File: src/rtl/core/fsms_pkg.sv
// ----------------------------------------------------------------------------
// fsms_pkg: shared types and constants of the forward span monotonic stack
// Payload structs of both channels, the command passed from the front to the
// back, the stack entry, the queue status and the back state encoding.
// ----------------------------------------------------------------------------
package fsms_pkg;

	localparam int MAX_LEN_DEF     = 64;
	localparam int QUEUE_DEPTH_DEF = 2;
	localparam int VAL_W           = 32;
	localparam int IDX_W           = 6;
	localparam int POS_W           = 7;

	typedef struct packed {
		logic signed [VAL_W-1:0] sample_value;
		logic                    last_sample;
	} in_item_t;

	typedef struct packed {
		logic [IDX_W-1:0] sample_index;
		logic [IDX_W-1:0] span;
		logic             overflow;
		logic             last_of_run;
	} out_item_t;

	typedef struct packed {
		logic signed [VAL_W-1:0] value;
		logic [POS_W-1:0]        pos;
		logic                    last;
		logic                    ovf;
	} cmd_t;

	typedef struct packed {
		logic signed [VAL_W-1:0] value;
		logic [IDX_W-1:0]        idx;
	} stack_entry_t;

	typedef struct packed {
		logic full;
		logic empty;
	} q_stat_t;

	typedef enum logic {
		BK_RUN,
		BK_FLUSH
	} back_state_t;

endpackage

File: src/rtl/core/fsms_front.sv
// ----------------------------------------------------------------------------
// fsms_front: sample intake and classification
// Tracks the position within the sequence, flags samples past the length
// limit and hands one command per transaction to the queue.
// ----------------------------------------------------------------------------
module fsms_front import fsms_pkg::*; #(
	parameter int MAX_LEN = MAX_LEN_DEF
) (
	input  logic     clk,
	input  logic     arst_n,
	input  logic     sample_valid,
	output logic     sample_stall,
	input  in_item_t sample,
	input  q_stat_t  q_stat,
	output logic     q_push,
	output cmd_t     q_cmd
);

	localparam int CntW = $clog2(MAX_LEN + 1);

	logic [CntW-1:0] pos_q;
	logic            ovf;

	assign sample_stall = q_stat.full;
	assign q_push       = sample_valid && !q_stat.full;
	assign ovf          = (pos_q == CntW'(MAX_LEN));

	always_comb begin
		q_cmd.value = sample.sample_value;
		q_cmd.pos   = POS_W'(pos_q);
		q_cmd.last  = sample.last_sample;
		q_cmd.ovf   = ovf;
	end

	// restart on the final sample; hold at the limit once reached
	always_ff @(posedge clk or negedge arst_n) begin
		if (!arst_n) begin
			pos_q <= '0;
		end else if (q_push) begin
			if (sample.last_sample) begin
				pos_q <= '0;
			end else if (!ovf) begin
				pos_q <= pos_q + CntW'(1);
			end
		end
	end

endmodule

File: src/rtl/core/fsms_queue.sv
// ----------------------------------------------------------------------------
// fsms_queue: short command queue between front and back
// Small circular buffer; the head entry is visible while not empty.
// ----------------------------------------------------------------------------
module fsms_queue import fsms_pkg::*; #(
	parameter int DEPTH = QUEUE_DEPTH_DEF
) (
	input  logic    clk,
	input  logic    arst_n,
	input  logic    push,
	input  cmd_t    push_cmd,
	input  logic    pop,
	output cmd_t    head,
	output q_stat_t q_stat
);

	localparam int PtrW = (DEPTH > 1) ? $clog2(DEPTH) : 1;
	localparam int CntW = $clog2(DEPTH + 1);

	cmd_t            entry_q [DEPTH];
	logic [PtrW-1:0] wr_ptr_q;
	logic [PtrW-1:0] rd_ptr_q;
	logic [CntW-1:0] count_q;

	assign head         = entry_q[rd_ptr_q];
	assign q_stat.full  = (count_q == CntW'(DEPTH));
	assign q_stat.empty = (count_q == '0);

	always_ff @(posedge clk) begin
		if (push) begin
			entry_q[wr_ptr_q] <= push_cmd;
		end
	end

	always_ff @(posedge clk or negedge arst_n) begin
		if (!arst_n) begin
			wr_ptr_q <= '0;
			rd_ptr_q <= '0;
			count_q  <= '0;
		end else begin
			if (push) begin
				wr_ptr_q <= (wr_ptr_q == PtrW'(DEPTH - 1)) ? '0 : wr_ptr_q + PtrW'(1);
			end
			if (pop) begin
				rd_ptr_q <= (rd_ptr_q == PtrW'(DEPTH - 1)) ? '0 : rd_ptr_q + PtrW'(1);
			end
			unique case ({push, pop})
				2'b10:   count_q <= count_q + CntW'(1);
				2'b01:   count_q <= count_q - CntW'(1);
				default: count_q <= count_q;
			endcase
		end
	end

endmodule

File: src/rtl/core/fsms_back.sv
// ----------------------------------------------------------------------------
// fsms_back: stack engine and result output
// Pops smaller pending entries, pushes the new sample, flushes at the end of
// a sequence. One result is held back so the final one can be marked.
// ----------------------------------------------------------------------------
module fsms_back import fsms_pkg::*; #(
	parameter int MAX_LEN = MAX_LEN_DEF
) (
	input  logic      clk,
	input  logic      arst_n,
	input  cmd_t      head,
	input  q_stat_t   q_stat,
	output logic      deq,
	output logic      result_valid,
	input  logic      result_stall,
	output out_item_t result
);

	localparam int AddrW = (MAX_LEN > 1) ? $clog2(MAX_LEN) : 1;
	localparam int CntW  = $clog2(MAX_LEN + 1);

	stack_entry_t     mem [MAX_LEN];
	stack_entry_t     rd_q;
	stack_entry_t     byp_data_q;
	logic             byp_q;
	stack_entry_t     top;

	logic [CntW-1:0]  depth_q;
	logic [CntW-1:0]  depth_d;
	logic [CntW-1:0]  depth_m1;
	logic [AddrW-1:0] rd_addr;
	logic [AddrW-1:0] wr_addr;
	stack_entry_t     wr_data;

	back_state_t      state_q;
	back_state_t      state_d;

	logic             held_vld_q;
	out_item_t        held_q;
	logic             result_valid_q;
	out_item_t        result_q;

	logic             out_free;
	logic             have_top;
	logic             pop_hit;
	logic [POS_W-1:0] end_pos;
	logic [POS_W-1:0] base_pos;
	logic [IDX_W-1:0] span_val;

	logic             do_pop;
	logic             do_push;
	logic             new_res;
	logic             rel_held;
	logic             rel_last;
	logic             direct;

	assign top      = byp_q ? byp_data_q : rd_q;
	assign out_free = !result_valid_q || !result_stall;
	assign have_top = (depth_q != '0);
	assign pop_hit  = have_top && ($signed(top.value) < $signed(head.value));
	assign end_pos  = head.ovf ? POS_W'(MAX_LEN) : head.pos + POS_W'(1);
	assign base_pos = (state_q == BK_FLUSH) ? end_pos : head.pos;
	assign span_val = IDX_W'(base_pos - POS_W'(top.idx) - POS_W'(1));

	// next state
	always_comb begin
		state_d = state_q;
		unique case (state_q)
			BK_RUN: begin
				if (!q_stat.empty && head.last && (head.ovf || !pop_hit)) begin
					state_d = BK_FLUSH;
				end
			end
			BK_FLUSH: begin
				if (!have_top && out_free) begin
					state_d = BK_RUN;
				end
			end
		endcase
	end

	// per-cycle actions
	always_comb begin
		do_pop   = 1'b0;
		do_push  = 1'b0;
		deq      = 1'b0;
		new_res  = 1'b0;
		rel_held = 1'b0;
		rel_last = 1'b0;
		direct   = 1'b0;
		unique case (state_q)
			BK_RUN: begin
				if (!q_stat.empty) begin
					if (head.ovf) begin
						if (!head.last && out_free) begin
							direct = 1'b1;
							deq    = 1'b1;
						end
					end else if (pop_hit) begin
						if (!held_vld_q || out_free) begin
							do_pop   = 1'b1;
							new_res  = 1'b1;
							rel_held = held_vld_q;
						end
					end else if (head.last) begin
						do_push = 1'b1;
					end else if (!held_vld_q || out_free) begin
						do_push  = 1'b1;
						deq      = 1'b1;
						rel_held = held_vld_q;
						rel_last = 1'b1;
					end
				end
			end
			BK_FLUSH: begin
				if (have_top) begin
					if (!held_vld_q || out_free) begin
						do_pop   = 1'b1;
						new_res  = 1'b1;
						rel_held = held_vld_q;
					end
				end else if (out_free) begin
					deq      = 1'b1;
					rel_held = held_vld_q;
					rel_last = 1'b1;
					direct   = !held_vld_q;
				end
			end
		endcase
	end

	always_comb begin
		if (do_pop) begin
			depth_d = depth_q - CntW'(1);
		end else if (do_push) begin
			depth_d = depth_q + CntW'(1);
		end else begin
			depth_d = depth_q;
		end
	end

	assign depth_m1      = depth_d - CntW'(1);
	assign rd_addr       = depth_m1[AddrW-1:0];
	assign wr_addr       = depth_q[AddrW-1:0];
	assign wr_data.value = head.value;
	assign wr_data.idx   = head.pos[IDX_W-1:0];

	// stack memory: read the next top; a push lands on the read address
	always_ff @(posedge clk) begin
		if (do_push) begin
			mem[wr_addr] <= wr_data;
		end
		rd_q       <= mem[rd_addr];
		byp_data_q <= wr_data;
	end

	always_ff @(posedge clk or negedge arst_n) begin
		if (!arst_n) begin
			state_q        <= BK_RUN;
			depth_q        <= '0;
			byp_q          <= 1'b0;
			held_vld_q     <= 1'b0;
			result_valid_q <= 1'b0;
		end else begin
			state_q <= state_d;
			depth_q <= depth_d;
			byp_q   <= do_push;
			if (new_res) begin
				held_vld_q <= 1'b1;
			end else if (rel_held) begin
				held_vld_q <= 1'b0;
			end
			if (rel_held || direct) begin
				result_valid_q <= 1'b1;
			end else if (!result_stall) begin
				result_valid_q <= 1'b0;
			end
		end
	end

	always_ff @(posedge clk) begin
		if (new_res) begin
			held_q.sample_index <= top.idx;
			held_q.span         <= span_val;
			held_q.overflow     <= head.ovf;
			held_q.last_of_run  <= 1'b0;
		end
		if (rel_held) begin
			result_q.sample_index <= held_q.sample_index;
			result_q.span         <= held_q.span;
			result_q.overflow     <= held_q.overflow;
			result_q.last_of_run  <= rel_last;
		end else if (direct) begin
			result_q.sample_index <= '0;
			result_q.span         <= '0;
			result_q.overflow     <= 1'b1;
			result_q.last_of_run  <= 1'b1;
		end
	end

	assign result_valid = result_valid_q;
	assign result       = result_q;

endmodule

File: src/rtl/core/forward_span_monotonic_stack.sv
// ----------------------------------------------------------------------------
// forward_span_monotonic_stack: forward span of a signed sample sequence
// Reports, for every sample, how many directly following samples are not
// greater than it, using a monotonic stack of pending samples.
// ----------------------------------------------------------------------------
// Samples enter one per transaction on the sample channel; results leave on
// the result channel, several per sample or none. A sample pops every pending
// entry with a strictly smaller value (one result each) and is then pushed;
// the sample marked last flushes all remaining entries with the span taken to
// the end of the sequence, and the next sample starts a new sequence at
// position 0. Samples beyond MAX_LEN are dropped and answered with overflow
// set (a dropped last sample still flushes, every flush result flagged). The
// final result of each sample carries last_of_run. The back engine handles a
// sample by popping each smaller entry in turn and then pushing it; a flush
// pops each remaining entry and then closes the sequence, and a dropped
// sample that is not last is answered directly. The back engine moves one
// stack entry per cycle while its output is not stalled, since the stack
// memory gives one registered read a cycle. The front accepts into a short
// command queue, so intake continues while the back engine works or its
// output is stalled, until the queue is full.
// ----------------------------------------------------------------------------
module forward_span_monotonic_stack import fsms_pkg::*; #(
	parameter int MAX_LEN     = MAX_LEN_DEF,
	parameter int QUEUE_DEPTH = QUEUE_DEPTH_DEF
) (
	input  logic      clk,
	input  logic      arst_n,
	input  logic      sample_valid,
	output logic      sample_stall,
	input  in_item_t  sample,
	output logic      result_valid,
	input  logic      result_stall,
	output out_item_t result
);

	// front -> queue
	logic    q_push;
	cmd_t    q_cmd;
	// queue -> back
	cmd_t    q_head;
	q_stat_t q_stat;
	logic    q_deq;

	// classify each transaction and track the sequence position
	fsms_front #(
		.MAX_LEN (MAX_LEN)
	) u_front (
		.clk          (clk),
		.arst_n       (arst_n),
		.sample_valid (sample_valid),
		.sample_stall (sample_stall),
		.sample       (sample),
		.q_stat       (q_stat),
		.q_push       (q_push),
		.q_cmd        (q_cmd)
	);

	// decouple intake from the stack engine
	fsms_queue #(
		.DEPTH (QUEUE_DEPTH)
	) u_queue (
		.clk      (clk),
		.arst_n   (arst_n),
		.push     (q_push),
		.push_cmd (q_cmd),
		.pop      (q_deq),
		.head     (q_head),
		.q_stat   (q_stat)
	);

	// pop, push and flush the stack; drive results
	fsms_back #(
		.MAX_LEN (MAX_LEN)
	) u_back (
		.clk          (clk),
		.arst_n       (arst_n),
		.head         (q_head),
		.q_stat       (q_stat),
		.deq          (q_deq),
		.result_valid (result_valid),
		.result_stall (result_stall),
		.result       (result)
	);

`ifndef NO_ASSERTIONS
	// the back engine never retires a command that is not there
	a_deq_not_empty: assert property (@(posedge clk) disable iff (!arst_n)
		q_deq |-> !q_stat.empty)
		else $error("command retired from an empty queue");

	// the front never writes into a full queue
	a_push_not_full: assert property (@(posedge clk) disable iff (!arst_n)
		q_push |-> !q_stat.full)
		else $error("command written into a full queue");

	// a reported span never reaches past the end of the sequence
	a_span_in_range: assert property (@(posedge clk) disable iff (!arst_n)
		result_valid |->
			(({1'b0, result.sample_index} + {1'b0, result.span}) < (IDX_W + 1)'(MAX_LEN)))
		else $error("span runs past the sequence length");
`endif

endmodule
File: config.mk
export PLATFORM = sky130hd
export DESIGN_NAME = forward_span_monotonic_stack
export DESIGN_NICKNAME = d
export VERILOG_FILES = /design/src/rtl/core/fsms_pkg.sv /design/src/rtl/core/fsms_front.sv /design/src/rtl/core/fsms_queue.sv /design/src/rtl/core/fsms_back.sv /design/src/rtl/core/forward_span_monotonic_stack.sv
export SDC_FILE = /design/constraint.sdc
export NUM_CORES = 2
export LEC_CHECK = 0
export ABC_AREA = 1
export BUFFER_PORTS_ARGS = -buffer_cell sky130_fd_sc_hd__buf_4
export CAP_MARGIN = 15
export CORE_ASPECT_RATIO = 1.75
export CORE_MARGIN = 4
export CORE_UTILIZATION = 65
export CTS_BUF_LIST = sky130_fd_sc_hd__clkbuf_8
export DETAILED_ROUTE_END_ITERATION = 6
export PLACE_DENSITY = 0.79
export SLEW_MARGIN = 0
export SYNTH_ARGS = -nofsm -noshare
export SYNTH_HDL_FRONTEND = slang
export SYNTH_SLANG_ARGS = --single-unit
File: constraint.sdc
create_clock -name clk -period 9.37 [get_ports clk]
set_input_delay 1.874 -clock clk [delete_from_list [all_inputs] [get_ports clk]]
set_output_delay 1.874 -clock clk [all_outputs]
set_load 0.03 [all_outputs]
==> results.ini <==
[logic_synthesis]
synth_fp_nets=10100
synth_top_family_by_area=simple AND/OR/NAND/NOR gates
yosysMostFrequentCell=edfxtp_1
synth.area.top_cells=edfxtp_1, nand3_1, nand2_1, nand3b_1, inv_1
synth_area_um2=113000
synth_warnings=0
syn_area_per_cell_um2=11.3
synthAdderAreaFrac_pct=0.504
yosysUniqueCellTypes=45
ys.flop_type=edfxtp_1
synth-xor-area-share_pct=0.129
ys_seq_area_share_pct=69.1
muxShareOfSynthArea_pct=0
synth_area_leader_cell=edfxtp_1
post-synth-top-area-fraction_pct=67.3
ys_seq_elements=2637
ys_async_sr_fraction_pct=0.834
synth-edff-count=2539
synthSimpleGateAreaFrac_pct=23.0
synth-compound-area-share_pct=0.972
synthTopCellsByCount=edfxtp_1, nand2_1, nand3_1
synth_cells=10000

[finish]
multi_input_area_um2=28500
layout.nets=10000
instances_no_fill=12500
fillCellCount=11300
drive_above_1_share_pct=8.38
register_area_um2=78300
area.growth.synth_to_final_pct=8.33

[grt]
grt_pass1_wl_um=469000
gr-total-overflow=0
grt_use_total_pct=34.5
first_global_vias=78100
antenna_found_initial=9
grt_max_degree=230

[floorplanning]
fp-row-count=202
core-area_um2=173000
num_io_pins=53
initial_core_util_pct=65.4
fp.dieH_um=560
die-area_um2=181000
die_w_um=324

[detailed_routing]
viasPerCell=6.36
ant_nets=0
drc=0
vias=79500
dr.pass1.iters=6
routed_wl_um=319000
wire_per_inst_um=25.6
dr.first_iter.drc_count=11500

[clock_network]
hold_buffers=0
cts_max_level=5
cts_tree=done
clockBufferDepth=4
postCtsResizedCells=0
clkSinkCount=2637
cts.clk_slew.worst_paths_ps=70
cts_buffers=349
cts_setup_buffers=0
insertion_delay_ps=990
ctsRootBufferMaster=clkbuf_8

[worst_setup_path]
r2r_end=u_back.rd_q[4]$_DFF_P_
arrival_ps=8980
startpoint_type=flip-flop
reg2regPathDepth=23
critPathRequiredTime_ps=10240
r2r_start=u_queue.rd_ptr_q$_DFFE_PN0P_
crit_start=u_queue.rd_ptr_q$_DFFE_PN0P_
regToRegSetupSlack_ps=1260
path_max_fanout=88
end_kind=flip-flop
path_class=reg -> reg

[timing]
grt_setup_unrepaired=false
setup_tns_ps=0
finalHoldViolations=0
whs_ps=520
setup_viol_count_final=0
period_share_pct=86.6
max_slew_margin_pct=9.83
finClkSkew_ps=48.6
layout_min_cycle_time_ps=8110
tightest_slew_ps=1340
fmax_ghz=0.123
slew_violations=0

[worst_hold_path]
hold_class=reg -> reg
holdPathEnd=u_back.result[1]$_SDFFCE_PN1P_
hold_depth=1
hold_start=u_back.held_q[1]$_DFFE_PN_

[placed_design]
placed_cells=11900
io_buffer_count=52
globalplace.congestion=0.900
hpwl_um=165000

[status]
status=finished clean

[job]
maxCapViolations=0

-- sequential cells by signal (all words and copies together), names as in the netlist --
register	count
u_back.rd_q	38
u_queue.count_q	2
u_back.held_q	13
u_front.pos_q	7
u_back.result_valid	1
u_queue.wr_ptr_q	1
u_queue.rd_ptr_q	1
u_queue.entry_q	80
u_back.mem	2432
u_back.byp_q	1
u_back.state_q	1
u_back.result	14
u_back.depth_q	7
u_back.held_vld_q	1
u_back.byp_data_q	38
-- placed cells by master (no fill, tap or decap), types with 3 or more instances in the layout --
master and count:
bufinv_16 14, clkbuf_8 383, buf_4 215, dfxtp_1 76
inv_6 3, nand4_1 8, nor2_4 59, or2_2 43
nand2_8 5, edfxtp_1 2539, clkinvlp_4 10, nor3_2 8
nand2_1 2287, dfrtp_1 22, clkinv_1 95, nand3b_1 830
inv_1 1162, nand2_2 8, xor2_1 10, buf_12 27
nand3_1 2057, diode_2 5, nor2_1 49, o21ai_0 61
a211oi_1 3, ha_1 43, o211ai_1 41, xnor2_1 3
clkinv_2 55, o21ai_1 30, a21oi_1 51, inv_8 4
nor3_1 6, inv_2 8
-- critical path: stages (launching register included) --
cell	delay, ps
dfrtp_1	560
buf_4	310
o21ai_0	1070
ha_1	420
nand2_1	230
o21a_1	170
o21bai_1	110
a31oi_1	300
nand3_2	220
nand3_4	180
nand2_2	240
nand2_1	150
nand2_1	140
nand2_8	470
nand2_8	410
ha_4	480
inv_8	630
buf_4	740
nand3_1	160
nand3_1	120
nand3_1	90
nand3_1	150
nand3_1	330
nand2_1	220
-- worst max-delay path by stage --
stage                                       end  slack, ps
finish                   u_back.rd_q[4]$_DFF_P_       1260
floorplan           u_back.mem[32][0]$_DFFE_PP_       3530
CTS                      u_back.rd_q[4]$_DFF_P_       1540
detailed placement       u_back.rd_q[4]$_DFF_P_       1560
global route             u_back.rd_q[4]$_DFF_P_       1120
global placement         u_back.rd_q[4]$_DFF_P_       1830
-- per-layer routing --
metal	wire length [um]	vias up	global-route usage, %	part of all wire, %
met5	64	-	0	0.020
met2	153000	5881	56.8	48
met3	38900	1403	6.64	12
met1	106000	37900	42.4	33
li1	-	34300	-	-
met4	21900	10	21.0	6.9
-- metrics by stage --
stage / setup slack, ps / utilization [%] / area, um^2
6_report: 1260 / 70.9 / 123000
5_1_grt: 1120 / 70.9 / 123000
4_1_cts: 1540 / 70.8 / 123000
3_5_place_dp: 1560 / 67.0 / 116000
3_3_place_gp: 1830 / 67.0 / 116000
2_1_floorplan: 3530 / - / 113000
-- layout make-up --
type                       count  share of cell area (%)
clock inverter               244                    1.16
clock buffer                 383                    4.29
timing repair buffer         244                    1.80
tap                         2244                    2.29
sequential                  2637                    63.8
inverter                    1108                    3.40
multi-input combinational   5627                    23.2
antenna                        5                  0.0102
-- cell families (layout without fill, tap and decap cells) --
logic type | count (synthesis) | after routing
and+or+nand+nor | 5373 | 5373
DFF | 2637 | 2637
buffers and inverters | 1754 | 1979
AOI/OAI and AO/OA | 194 | 194
adders and majority gates | 45 | 45
xor gates and xnor gates | 15 | 15
other | 0 | 5
Power is left out: the tool's default activity adds up to more than one toggle a clock period on the data nets, which glitch-free logic cannot reach.
